**src/rtl/lot_pkg.sv**
```systemverilog
`timescale 1ns / 1ps
`default_nettype none
// ----------------------------------------------------------------------------
// LRU order tracker package
// Shared widths, operation and status codes, controller states and the
// command and plan words that pass between controller and datapath.
// ----------------------------------------------------------------------------
package lot_pkg;

   localparam int ENTRIES_DEFAULT    = 64;
   localparam int DATA_WIDTH_DEFAULT = 32;

   localparam int OP_W     = 3;
   localparam int HANDLE_W = 6;
   localparam int DATA_W   = 32;
   localparam int STATUS_W = 3;
   localparam int LENGTH_W = 7;

   typedef enum logic [OP_W-1:0] {
      OP_NEW_HEAD = 3'd0,
      OP_TOUCH    = 3'd1,
      OP_POP_TAIL = 3'd2,
      OP_DESTROY  = 3'd3,
      OP_GET_DATA = 3'd4
   } op_type;

   typedef enum logic [STATUS_W-1:0] {
      STAT_OK         = 3'd0,
      STAT_FULL       = 3'd1,
      STAT_EMPTY      = 3'd2,
      STAT_BAD_HANDLE = 3'd3,
      STAT_NOT_LISTED = 3'd4
   } status_type;

   typedef enum logic [2:0] {
      ST_IDLE,
      ST_READ,
      ST_UNLINK,
      ST_LINK,
      ST_DONE
   } state_type;

   typedef struct packed {
      logic accept;
      logic read;
      logic unlink;
      logic link;
   } cmd_type;

   typedef struct packed {
      logic unlink;
      logic link;
      logic fill;
   } plan_type;

endpackage
`default_nettype wire

```
**src/rtl/lru_order_tracker.sv**
```systemverilog
`timescale 1ns / 1ps
`default_nettype none
// ----------------------------------------------------------------------------
// LRU order tracker
// Keeps slot handles in recency order as a doubly linked list in memories.
// ----------------------------------------------------------------------------
// A command word (req_op, req_handle, req_entry_data) is taken at a rising
// edge where start is high and busy is low. Busy stays high until the result
// word has been shown. Each command gives one result word (rsp_status,
// rsp_result_handle, rsp_result_data, rsp_length), held for exactly one cycle
// while rsp_strobe is high; the receiver must take it then.
// After acceptance a command passes through a read step (registered reads of
// the link memories), an unlink and a link step that write them, and the
// result cycle: unlink for move to head, pop tail and listed destroy, link
// for new head and move to head, neither for get data, errors and unlisted
// destroy. The next command may be taken in the cycle after the strobe.
// Reset empties the list and frees every slot at once; no clearing pass is
// needed, and a command may be issued in the first cycle after reset.
// ----------------------------------------------------------------------------
module lru_order_tracker #(
   parameter int ENTRIES    = lot_pkg::ENTRIES_DEFAULT,
   parameter int DATA_WIDTH = lot_pkg::DATA_WIDTH_DEFAULT
) (
   input  wire logic                         clock,
   input  wire logic                         reset,
   input  wire logic                         start,
   output logic                              busy,
   input  wire logic [lot_pkg::OP_W-1:0]     req_op,
   input  wire logic [lot_pkg::HANDLE_W-1:0] req_handle,
   input  wire logic [lot_pkg::DATA_W-1:0]   req_entry_data,
   output logic                              rsp_strobe,
   output logic [lot_pkg::STATUS_W-1:0]      rsp_status,
   output logic [lot_pkg::HANDLE_W-1:0]      rsp_result_handle,
   output logic [lot_pkg::DATA_W-1:0]        rsp_result_data,
   output logic [lot_pkg::LENGTH_W-1:0]      rsp_length
);
   import lot_pkg::*;

   cmd_type  cmd;
   plan_type plan;

   lot_controller u_controller (
      .clock      (clock),
      .reset      (reset),
      .start      (start),
      .plan       (plan),
      .cmd        (cmd),
      .busy       (busy),
      .rsp_strobe (rsp_strobe)
   );

   lot_datapath #(.ENTRIES(ENTRIES), .DATA_WIDTH(DATA_WIDTH)) u_datapath (
      .clock             (clock),
      .reset             (reset),
      .cmd               (cmd),
      .plan              (plan),
      .req_op            (req_op),
      .req_handle        (req_handle),
      .req_entry_data    (req_entry_data),
      .rsp_status        (rsp_status),
      .rsp_result_handle (rsp_result_handle),
      .rsp_result_data   (rsp_result_data),
      .rsp_length        (rsp_length)
   );

endmodule
`default_nettype wire

```
**src/rtl/lot_free_finder.sv**
```systemverilog
`timescale 1ns / 1ps
`default_nettype none
// ----------------------------------------------------------------------------
// LRU order tracker free slot finder
// Two registered levels of priority encoding that track the lowest free slot.
// ----------------------------------------------------------------------------
module lot_free_finder #(
   parameter int ENTRIES = lot_pkg::ENTRIES_DEFAULT,
   parameter int SW      = 6
) (
   input  wire logic               clock,
   input  wire logic               reset,
   input  wire logic [ENTRIES-1:0] alloc,
   output logic                    free_any,
   output logic [SW-1:0]           free_idx
);
   import lot_pkg::*;

   localparam int GROUPS = (ENTRIES + 7) / 8;

   logic [GROUPS-1:0] grp_any_ff, grp_any_in;
   logic [2:0]        grp_idx_ff [GROUPS];
   logic [2:0]        grp_idx_in [GROUPS];
   logic              free_any_ff, free_any_in;
   logic [SW-1:0]     free_idx_ff, free_idx_in;

   always_comb begin
      for (int g = 0; g < GROUPS; g++) begin
         grp_any_in[g] = 1'b0;
         grp_idx_in[g] = '0;
         for (int b = 7; b >= 0; b--) begin
            if (g * 8 + b < ENTRIES) begin
               if (!alloc[g * 8 + b]) begin
                  grp_any_in[g] = 1'b1;
                  grp_idx_in[g] = 3'(b);
               end
            end
         end
      end
   end

   always_comb begin
      free_any_in = 1'b0;
      free_idx_in = '0;
      for (int g = GROUPS - 1; g >= 0; g--) begin
         if (grp_any_ff[g]) begin
            free_any_in = 1'b1;
            free_idx_in = SW'(g * 8 + int'(grp_idx_ff[g]));
         end
      end
   end

   always_ff @(posedge clock) begin
      if (reset) begin
         grp_any_ff  <= '1;
         free_any_ff <= 1'b1;
         free_idx_ff <= '0;
         for (int g = 0; g < GROUPS; g++) begin
            grp_idx_ff[g] <= '0;
         end
      end else begin
         grp_any_ff  <= grp_any_in;
         free_any_ff <= free_any_in;
         free_idx_ff <= free_idx_in;
         for (int g = 0; g < GROUPS; g++) begin
            grp_idx_ff[g] <= grp_idx_in[g];
         end
      end
   end

   assign free_any = free_any_ff;
   assign free_idx = free_idx_ff;

endmodule
`default_nettype wire

```
**src/rtl/lot_datapath.sv**
```systemverilog
`timescale 1ns / 1ps
`default_nettype none
// ----------------------------------------------------------------------------
// LRU order tracker datapath
// Link and data memories, slot flags, head, tail and count, and result words.
// ----------------------------------------------------------------------------
module lot_datapath #(
   parameter int ENTRIES    = lot_pkg::ENTRIES_DEFAULT,
   parameter int DATA_WIDTH = lot_pkg::DATA_WIDTH_DEFAULT
) (
   input  wire logic                            clock,
   input  wire logic                            reset,
   input  wire lot_pkg::cmd_type                cmd,
   output lot_pkg::plan_type                    plan,
   input  wire logic [lot_pkg::OP_W-1:0]        req_op,
   input  wire logic [lot_pkg::HANDLE_W-1:0]    req_handle,
   input  wire logic [lot_pkg::DATA_W-1:0]      req_entry_data,
   output logic [lot_pkg::STATUS_W-1:0]         rsp_status,
   output logic [lot_pkg::HANDLE_W-1:0]         rsp_result_handle,
   output logic [lot_pkg::DATA_W-1:0]           rsp_result_data,
   output logic [lot_pkg::LENGTH_W-1:0]         rsp_length
);
   import lot_pkg::*;

   localparam int SW = $clog2(ENTRIES);
   localparam int CW = $clog2(ENTRIES + 1);

   logic [SW-1:0]         prev_mem [ENTRIES];
   logic [SW-1:0]         next_mem [ENTRIES];
   logic [DATA_WIDTH-1:0] data_mem [ENTRIES];

   logic [SW-1:0]         rd_prev_ff, rd_next_ff;
   logic [DATA_WIDTH-1:0] rd_data_ff;

   logic [ENTRIES-1:0]    alloc_ff, alloc_in;
   logic [ENTRIES-1:0]    listed_ff, listed_in;
   logic [SW-1:0]         head_ff, head_in;
   logic [SW-1:0]         tail_ff, tail_in;
   logic [CW-1:0]         count_ff, count_in;
   logic [SW-1:0]         slot_ff, slot_in;
   logic [DATA_W-1:0]     data_ff, data_in;
   status_type            status_ff, status_in;
   logic                  show_handle_ff, show_handle_in;
   logic                  show_data_ff, show_data_in;
   plan_type              plan_ff, plan_in;

   logic                  free_any;
   logic [SW-1:0]         free_idx;
   logic [SW-1:0]         h_slot;
   logic                  h_valid;

   lot_free_finder #(.ENTRIES(ENTRIES), .SW(SW)) u_free_finder (
      .clock    (clock),
      .reset    (reset),
      .alloc    (alloc_ff),
      .free_any (free_any),
      .free_idx (free_idx)
   );

   assign h_slot  = SW'(req_handle);
   assign h_valid = (int'(req_handle) < ENTRIES) && alloc_ff[h_slot];

   always_comb begin
      alloc_in       = alloc_ff;
      listed_in      = listed_ff;
      head_in        = head_ff;
      tail_in        = tail_ff;
      count_in       = count_ff;
      slot_in        = slot_ff;
      data_in        = data_ff;
      status_in      = status_ff;
      show_handle_in = show_handle_ff;
      show_data_in   = show_data_ff;
      plan_in        = plan_ff;
      if (cmd.accept) begin
         data_in        = req_entry_data;
         status_in      = STAT_OK;
         show_handle_in = 1'b0;
         show_data_in   = 1'b0;
         plan_in        = '0;
         case (req_op)
            OP_NEW_HEAD: begin
               if (!free_any) begin
                  status_in = STAT_FULL;
               end else begin
                  slot_in           = free_idx;
                  alloc_in[free_idx] = 1'b1;
                  plan_in.link      = 1'b1;
                  plan_in.fill      = 1'b1;
                  show_handle_in    = 1'b1;
               end
            end
            OP_TOUCH: begin
               if (!h_valid) begin
                  status_in = STAT_BAD_HANDLE;
               end else if (!listed_ff[h_slot]) begin
                  status_in = STAT_NOT_LISTED;
               end else begin
                  slot_in        = h_slot;
                  plan_in.unlink = 1'b1;
                  plan_in.link   = 1'b1;
               end
            end
            OP_POP_TAIL: begin
               if (count_ff == '0) begin
                  status_in = STAT_EMPTY;
               end else begin
                  slot_in        = tail_ff;
                  plan_in.unlink = 1'b1;
                  show_handle_in = 1'b1;
                  show_data_in   = 1'b1;
               end
            end
            OP_DESTROY: begin
               if (!h_valid) begin
                  status_in = STAT_BAD_HANDLE;
               end else begin
                  slot_in          = h_slot;
                  plan_in.unlink   = listed_ff[h_slot];
                  alloc_in[h_slot] = 1'b0;
               end
            end
            OP_GET_DATA: begin
               if (!h_valid) begin
                  status_in = STAT_BAD_HANDLE;
               end else begin
                  slot_in      = h_slot;
                  show_data_in = 1'b1;
               end
            end
            default: begin
               status_in = STAT_OK;
            end
         endcase
      end
      if (cmd.unlink) begin
         if (slot_ff == head_ff) begin
            head_in = rd_next_ff;
         end
         if (slot_ff == tail_ff) begin
            tail_in = rd_prev_ff;
         end
         listed_in[slot_ff] = 1'b0;
         count_in           = count_ff - 1'b1;
      end
      if (cmd.link) begin
         if (count_ff == '0) begin
            tail_in = slot_ff;
         end
         head_in            = slot_ff;
         listed_in[slot_ff] = 1'b1;
         count_in           = count_ff + 1'b1;
      end
   end

   always_ff @(posedge clock) begin
      if (reset) begin
         alloc_ff  <= '0;
         listed_ff <= '0;
         head_ff   <= '0;
         tail_ff   <= '0;
         count_ff  <= '0;
         plan_ff   <= '0;
      end else begin
         alloc_ff  <= alloc_in;
         listed_ff <= listed_in;
         head_ff   <= head_in;
         tail_ff   <= tail_in;
         count_ff  <= count_in;
         plan_ff   <= plan_in;
      end
   end

   always_ff @(posedge clock) begin
      slot_ff        <= slot_in;
      data_ff        <= data_in;
      status_ff      <= status_in;
      show_handle_ff <= show_handle_in;
      show_data_ff   <= show_data_in;
   end

   always_ff @(posedge clock) begin
      if (cmd.read) begin
         rd_prev_ff <= prev_mem[slot_ff];
         rd_next_ff <= next_mem[slot_ff];
         rd_data_ff <= data_mem[slot_ff];
      end
      if (cmd.unlink) begin
         if (slot_ff != head_ff) begin
            next_mem[rd_prev_ff] <= rd_next_ff;
         end
         if (slot_ff != tail_ff) begin
            prev_mem[rd_next_ff] <= rd_prev_ff;
         end
      end
      if (cmd.link) begin
         next_mem[slot_ff] <= head_ff;
         if (count_ff != '0) begin
            prev_mem[head_ff] <= slot_ff;
         end
         if (plan_ff.fill) begin
            data_mem[slot_ff] <= DATA_WIDTH'(data_ff);
         end
      end
   end

   assign plan              = plan_ff;
   assign rsp_status        = status_ff;
   assign rsp_result_handle = show_handle_ff ? HANDLE_W'(slot_ff) : '0;
   assign rsp_result_data   = show_data_ff ? DATA_W'(rd_data_ff) : '0;
   assign rsp_length        = LENGTH_W'(count_ff);

   a_count_bound: assert property (@(posedge clock) disable iff (reset)
      int'(count_ff) <= ENTRIES)
      else $error("list count exceeds the slot count");

   a_count_matches_listed: assert property (@(posedge clock) disable iff (reset)
      $countones(listed_ff) == int'(count_ff))
      else $error("list count disagrees with the listed slots");

   a_fill_with_link: assert property (@(posedge clock) disable iff (reset)
      plan_ff.fill |-> plan_ff.link)
      else $error("data fill planned without a link step");

endmodule
`default_nettype wire

```
**src/rtl/lot_controller.sv**
```systemverilog
`timescale 1ns / 1ps
`default_nettype none
// ----------------------------------------------------------------------------
// LRU order tracker controller
// Sequences read, unlink, link and result steps for one command at a time.
// ----------------------------------------------------------------------------
module lot_controller (
   input  wire logic              clock,
   input  wire logic              reset,
   input  wire logic              start,
   input  wire lot_pkg::plan_type plan,
   output lot_pkg::cmd_type       cmd,
   output logic                   busy,
   output logic                   rsp_strobe
);
   import lot_pkg::*;

   state_type state_ff, state_in;

   always_comb begin
      state_in = state_ff;
      unique case (state_ff)
         ST_IDLE: begin
            if (start) begin
               state_in = ST_READ;
            end
         end
         ST_READ: begin
            if (plan.unlink) begin
               state_in = ST_UNLINK;
            end else if (plan.link) begin
               state_in = ST_LINK;
            end else begin
               state_in = ST_DONE;
            end
         end
         ST_UNLINK: begin
            state_in = plan.link ? ST_LINK : ST_DONE;
         end
         ST_LINK: begin
            state_in = ST_DONE;
         end
         ST_DONE: begin
            state_in = ST_IDLE;
         end
         default: begin
            state_in = ST_IDLE;
         end
      endcase
   end

   always_comb begin
      cmd        = '0;
      busy       = 1'b1;
      rsp_strobe = 1'b0;
      unique case (state_ff)
         ST_IDLE: begin
            busy       = 1'b0;
            cmd.accept = start;
         end
         ST_READ: begin
            cmd.read = 1'b1;
         end
         ST_UNLINK: begin
            cmd.unlink = 1'b1;
         end
         ST_LINK: begin
            cmd.link = 1'b1;
         end
         ST_DONE: begin
            rsp_strobe = 1'b1;
         end
         default: begin
            busy = 1'b1;
         end
      endcase
   end

   always_ff @(posedge clock) begin
      if (reset) begin
         state_ff <= ST_IDLE;
      end else begin
         state_ff <= state_in;
      end
   end

   a_accept_reads: assert property (@(posedge clock) disable iff (reset)
      cmd.accept |=> state_ff == ST_READ)
      else $error("accepted word did not go to the read step");

   a_link_then_done: assert property (@(posedge clock) disable iff (reset)
      state_ff == ST_LINK |=> rsp_strobe)
      else $error("link step not followed by the result");

   a_done_then_idle: assert property (@(posedge clock) disable iff (reset)
      rsp_strobe |=> !busy)
      else $error("result not followed by idle");

endmodule
`default_nettype wire
```
**config.mk**
```make
export PLATFORM = sky130hd
export DESIGN_NAME = lru_order_tracker
export DESIGN_NICKNAME = d
export VERILOG_FILES = /design/src/rtl/lot_pkg.sv /design/src/rtl/lru_order_tracker.sv /design/src/rtl/lot_free_finder.sv /design/src/rtl/lot_datapath.sv /design/src/rtl/lot_controller.sv
export SDC_FILE = /design/constraint.sdc
export NUM_CORES = 2
export LEC_CHECK = 0
export BUFFER_PORTS_ARGS = -buffer_cell sky130_fd_sc_hd__buf_2
export CORE_MARGIN = 10
export CORE_UTILIZATION = 45
export DETAILED_ROUTE_END_ITERATION = 7
export PLACE_DENSITY = 0.66
export SLEW_MARGIN = 20
export SYNTH_ARGS = -nofsm -noshare
export SYNTH_HDL_FRONTEND = slang
export SYNTH_SLANG_ARGS = --single-unit
```
**constraint.sdc**
```tcl
create_clock -name clock -period 11.6 [get_ports clock]
set_clock_uncertainty 0.05 [all_clocks]
set_input_delay 0 -clock clock [delete_from_list [all_inputs] [get_ports clock]]
set_output_delay 0 -clock clock [all_outputs]
set_load 0.1 [all_outputs]
```
-- Word-level counts from Yosys, hierarchy flattened
Memories as Yosys holds them, arrays and structs flattened. A register that Yosys moved wholly into a read port is not among the register bits.
Index checks and enable logic that the tools add are counted.
- reductions and logical operators: 27
- bitwise logic cells: 70
- equal/unequal tests: 19
- order comparisons: 6
- add/sub/neg operators: 9
- muxes and demuxes: 172
- operator list (kind ; count):
    $mux 64 ; 4
    $mux 3 ; 78
    $mux 6 ; 24
    $and 64x64->64 ; 2
    $not 64->64 ; 2
    $or 64x64->64 ; 2
    $pmux 64 s2 ; 1
    $reduce_or 8->1 ; 9
    $not 1->1 ; 56
    $mux 1 ; 45
    $mux 32 ; 1
    $add 6x3->6 const A ; 4
    $pmux 3 s4 ; 2
    $pmux 6 s4 ; 1
    $lt 6x7->1 const B ; 3
    $demux 1 s6 ; 3
    $ge 6x1->1 const B ; 3
    $mux 7 ; 2
    $add 5x3->6 const A ; 2
    $bmux 1 s6 ; 2
    $eq 3x2->1 const B ; 4
    $eq 6x6->1 ; 2
    $ne 6x6->1 ; 2
    $reduce_or 6->1 ; 2
    21 further kinds ; 47
- RAM bits: 2840
- output and inout port bits: 50
- input bits: 44
- memories kept: 4
- logic and storage cells: 332
- flip-flop bits (word level): 211
- memories (name ; words ; width ; read ports ; clocked after Yosys merged registers in ; write ports ; RTL line ; RTL):
    u_datapath.data_mem ; 64 ; 32 ; 1 ; 1 ; 1 ; lot_datapath.sv:30 ; logic [DATA_WIDTH-1:0] data_mem [ENTRIES];
    u_datapath.next_mem ; 64 ; 6 ; 1 ; 1 ; 1 ; lot_datapath.sv:29 ; logic [SW-1:0] next_mem [ENTRIES];
    u_datapath.prev_mem ; 64 ; 6 ; 1 ; 1 ; 1 ; lot_datapath.sv:28 ; logic [SW-1:0] prev_mem [ENTRIES];
    u_datapath.u_free_finder.grp_idx_ff ; 8 ; 3 ; 8 ; 0 ; 8 ; lot_free_finder.sv:22 ; logic [2:0] grp_idx_ff [GROUPS];

-- Depth between registers and ports, before layout
An unclocked memory read counts as a cell.
- depth after elaboration: 10
- gate-level depth with buffers: 12
- gate-level depth less buffers: 11

-- Hierarchy
From an unflattened synthesis, not the netlist that was laid out.
- cell total of the unflattened synthesis: 7805
- area, all modules: 124408.1 µm²
- modules (own cells, without submodules) (module ; area each (µm²) ; seq. area each (µm²) ; instances ; cells each):
    lot_datapath ; 122481.2 ; 90176.5 ; 1 ; 7562
    lot_free_finder ; 1716.6 ; 780.7 ; 1 ; 219
    lot_controller ; 210.2 ; 60.1 ; 1 ; 24

-- Worst setup path before layout
OpenSTA, ideal clock, no wires.
- path type: register -> register
- start: register u_controller.state_ff[0]
- end: register u_controller.state_ff[1]
- setup slack: 6.805 ns
- path buffers: 1
- clock period less this slack: 4.795 ns
- required time: 11.473 ns
- stages on the path, launching flop included: 5
- data arrival time: 4.668 ns
- cell sequence: dfxtp_1 -> clkbuf_1 -> nor3b_1 -> o21ai_0 -> a21oi_1
- word-level cells in the longest chain between the ends: 2
- elaborated cells between the ends (all ways): 6
- those cells by class: eq/ne: 4; mux: 1; reduce/logical: 1
- RTL lines (item ; RTL line ; RTL):
    start, declared ; lot_controller.sv:18 ; state_type state_ff, state_in;
    start signal, assigned ; lot_controller.sv:83 ; state_ff <= state_in;
    $eq 3x2->1, or another cell as far along ; lot_controller.sv:22 ; unique case (state_ff)
    $pmux 3 s4 / $ne 2x2->1 (equally long branches) ; n/a ;
Parallel ways exist; a longest one is shown, timed or not.
A chain may end at the register's enable or synchronous reset.

-- Worst setup path in the final report
- start: register u_controller.state_ff[1]
- end: memory u_datapath.prev_mem[24][1] (enable)
- word-level cells in the longest chain between the ends: 6
- elaborated cells between the ends (all ways): 11
- those cells by class: eq/ne: 2; mux: 8; reduce/logical: 1
- RTL lines (item ; RTL line ; RTL):
    $eq 3x2->1 ; lot_controller.sv:56 ; unique case (state_ff)
    $mux 1 ; lot_controller.sv:56 ;
    $mux 1 ; lot_datapath.sv:196 ; if (cmd.link) begin
    $mux 1 (implied by the code) ; lot_datapath.sv:199 ; prev_mem[head_ff] <= slot_ff;
    $reduce_or 6->1 (no source line) ; n/a ;
    $mux 6 (no source line) / $mux 1 (equally long branches) ; n/a ;
    end, declared ; lot_datapath.sv:28 ;
Parallel ways exist; a longest one is shown, timed or not.

==> run_results.csv <==
group,metric,value,unit
die,core-area,254000,µm²
critical_path,cpLargestDelayFamily,"simple AND/OR/NAND/NOR gates",
timing,finalCriticalPeriod,4.97,ns
critical_path,r2r_end,"u_datapath.prev_mem[24][1]$_DFFE_PP_",
clock_tree,cts_made_buffers,310,
final_layout,fin_nets,7105,
detailed_routing,wirelength,365000,µm
placement,dp_hpwl,192000,µm
synth,ys_types,64,
die,ioPinCount,94,
clock_tree,htree_levels,5,
placement,numPortBuffers,93,
critical_path,cp.required,12.10,ns
synth,synthTopCellsByArea,"edfxtp_1 76%, a22oi_1 7.6%, dfxtp_1 3.3%, a41oi_1 1.3%, clkbuf_1 1.1%",
final_layout,synthToLayoutAreaGrowth,13.4,%
timing,finalSetupTns,0,ns
detailed_routing,drc_errors,3,
synth,synth_cells,6844,
clock_tree,worstSkewPairLatency,0.99,ns
detailed_routing,wl_per_cell,34.2,µm
timing,slew_headroom,23.1,%
critical_path,end_kind,"flip-flop",
timing,tightestPinTransition,1.15,ns
timing,slew_viol_final,0,
power,p_per_area,177,nW/µm²
critical_path,start_kind,"flip-flop",
global_route,grt.overflow.total,0,
critical_path,slowest_delay,0.64,ns
timing,grt_setup_unrepaired,"false",
min_path,whs_endpoint,"u_datapath.slot_ff[0]$_DFFE_PP_",
critical_path,r2r.worst_path.cells,8,
die,initial_core_util,45.2,%
power,p_leak,38.8,nW
timing,timing.fmax,0.201,GHz
synth,synth-edff-count,2903,
critical_path,crit_type,"flip-flop to flip-flop",
min_path,hold_path.class,"primary input to flip-flop",
synth,synth.most_common_cell,"edfxtp_1",
global_route,antenna_found_initial,13,
global_route,grt_pass1_wl,513000,µm
global_route,grt_max_degree,125,
timing,setup_violations,0,
synth,synth_top_area_share,75.9,%
job,maxCapViolations,0,
critical_path,cp_data_arrival_time,5.47,ns
final_layout,drive_gt1_share,11.6,%
critical_path,rrSetupSlack,6.63,ns
power,power,0.0231,W
detailed_routing,antenna_left,0,
global_route,grt_pass1_vias,67900,
timing,hold_viol_final,0,
synth,synth.avg_cell_area,16.8,µm²
clock_tree,clock_path_buffers,4,
clock_tree,cts_tree,"yes",
placement,place.gp.congestion,0.846,
power,vdd_drop_max,0.000182,V
critical_path,path_cells,"nor2b_1 -> buf_4 -> nand2_1 -> inv_2 -> nand2_1 -> o22ai_1 -> nand2_1 -> nor2_1",
clock_tree,post_cts.repair.setup_buffers,0,
synth,async_flop_share,0,%
global_route,grt.total_usage,25.3,%
critical_path,crit_top_cell,"nand2_1",
outcome,failed_checks,"design-rule violations",
min_path,holdPathStages,4,
synth,synthesis.nets,6894,
synth,ys_warn_count,0,
detailed_routing,drt_iter0_markers,13400,
detailed_routing,dr.pass1.iters,8,
synth,ys.flop_type,"edfxtp_1",
synth,yosysTopAreaCell,"edfxtp_1",
clock_tree,clk_transition_reported_paths,0.06,ns
critical_path,crit_fanout,26,
detailed_routing,vias_per_cell,6.74,
timing,finalCritPeriodShare,42.9,%
die,die_y,525,µm
synth,synth_seq_area_share,79.2,%
critical_path,cpMaxStageDelayCell,"nand2_1",
detailed_routing,num_vias,71800,
critical_path,r2r-start,"u_controller.state_ff[1]$_SDFFE_PP0P_",
outcome,status,"finished, violations left",
min_path,hold_start,"req_handle[0]",
synth,syn-cell-area,115000,µm²
die,rows,185,
final_layout,fillers,20100,
die,die_area,276000,µm²
critical_path,worstPathBufferInverterCount,2,
clock_tree,cts-root-buf,"clkbuf_16",
die,fp.dieW,525,µm
synth,synth_common_cells,"2903 x edfxtp_1, 1158 x a22oi_1, 335 x clkbuf_1",
clock_tree,clock_sinks,3095,
synth,synth.ff_latch_count,3095,
## cells in the final DEF, fill, tap and decap left out, drive strengths merged, types with 13 or more instances in the layout
cell	n
edfxtp	2903
a22oi	1158
clkbuf	388
nor2	288
buf	285
nand2	265
a21oi	215
dfxtp	192
a41oi	174
a221oi	143
a31oi	142
a22o	136
nand3	111
o21ai	111
clkinv	107
dlygate4sd3	80
nor4	71
a311oi	62
nand4	61
and2	49
mux2i	39
nand2b	37
nor3	36
inv	34
bufinv	22
nor2b	18
nand3b	18
o211ai	14
clkinvlp	14
mux4	13
## state kept, by name (all words and copies together), names as in the netlist, 7 cells and up
signal / cells
u_datapath.rd_data_ff: 32
u_datapath.alloc_ff: 64
u_datapath.u_free_finder.grp_any_ff: 8
u_datapath.rsp_length: 7
u_datapath.u_free_finder.grp_idx_ff: 24
u_datapath.data_mem: 2048
u_datapath.listed_ff: 64
u_datapath.next_mem: 384
u_datapath.prev_mem: 384
u_datapath.data_ff: 32
## per-stage QoR
| step | setup WS, ns | hold WS (ns) | area [µm²] | instances | util (%) |
|---|---|---|---|---|---|
| global route | 6.29 | 0.0940 | 130000 | 10600 | 51.3 |
| global placement | 7.02 | 0.126 | 120000 | 10000 | 47.2 |
| CTS | 6.80 | 0.0346 | 130000 | 10600 | 51.3 |
| finish | 6.63 | 0.127 | 130000 | 10700 | 51.3 |
| floorplan | 6.81 | 0.0489 | 115000 | 6844 | - |
| detailed placement | 6.83 | 0.128 | 120000 | 10000 | 47.2 |
## worst max-delay path by stage
| stage | cells after the start | slack, ns | to | from |
|---|---|---|---|---|
| 6_report | 8 | 6.63 | u_datapath.prev_mem[24][1]$_DFFE_PP_ | u_controller.state_ff[1]$_SDFFE_PP0P_ |
| 5_1_grt | 8 | 6.29 | u_datapath.prev_mem[48][5]$_DFFE_PP_ | u_controller.state_ff[1]$_SDFFE_PP0P_ |
| 4_1_cts | 8 | 6.80 | u_datapath.prev_mem[48][5]$_DFFE_PP_ | u_controller.state_ff[1]$_SDFFE_PP0P_ |
| 3_5_place_dp | 8 | 6.83 | u_datapath.prev_mem[32][5]$_DFFE_PP_ | u_controller.state_ff[1]$_SDFFE_PP0P_ |
| 3_3_place_gp | 8 | 7.02 | u_datapath.prev_mem[8][1]$_DFFE_PP_ | u_controller.state_ff[1]$_SDFFE_PP0P_ |
| 2_1_floorplan | 4 | 6.81 | u_controller.state_ff[1]$_SDFFE_PP0P_ | u_controller.state_ff[0]$_SDFFE_PP0P_ |
## report_power, final
| part | switching, W | internal, W |
|---|---|---|
| registers | 0.0000342 | 0.0123 |
| logic | 0.000842 | 0.000226 |
| clock network | 0.00413 | 0.00552 |
| total | 0.00500 | 0.0181 |
## cells by family after synthesis
kind of cell	count (synthesis)	share of synthesized area [%]
compound gates	2186	14.0
xor+xnor	14	0.107
fa+ha+maj	6	0.0719
buf+inv	494	1.72
flops	3095	79.2
mux	64	0.728
simple gates	985	4.15
## repair_timing
action,4_1_cts,5_1_grt
hold buffers,80,0
resized for setup,0,0
endpoints found under the hold margin,181,0
## area by class of cell
class	count	area [µm²]	share of cell area [%]
Sequential cell	3095	91000	69.8
Multi-Input combinational cell	3255	22600	17.3
Clock buffer	388	8250	6.33
Tap cell	3366	4210	3.23
Timing Repair Buffer	365	2810	2.16
Clock inverter	149	1350	1.04
Inverter	28	106	0.0816
Antenna cell	6	15.0	0.0115
## layer usage
metal	up-vias	wire, µm	global-route usage (%)
met5	-	40	0
li1	28800	-	-
met2	5865	162000	38.0
met3	900	50500	6.91
met1	36200	135000	35.0
met4	6	16700	10.3
## worst min-delay path: cells and delay by family
kind                   cells  cell delay [ns]
AO/OA/AOI/OAI              2             0.41
buffers and inverters      2             0.42
Power figures use the tool's default switching activity.
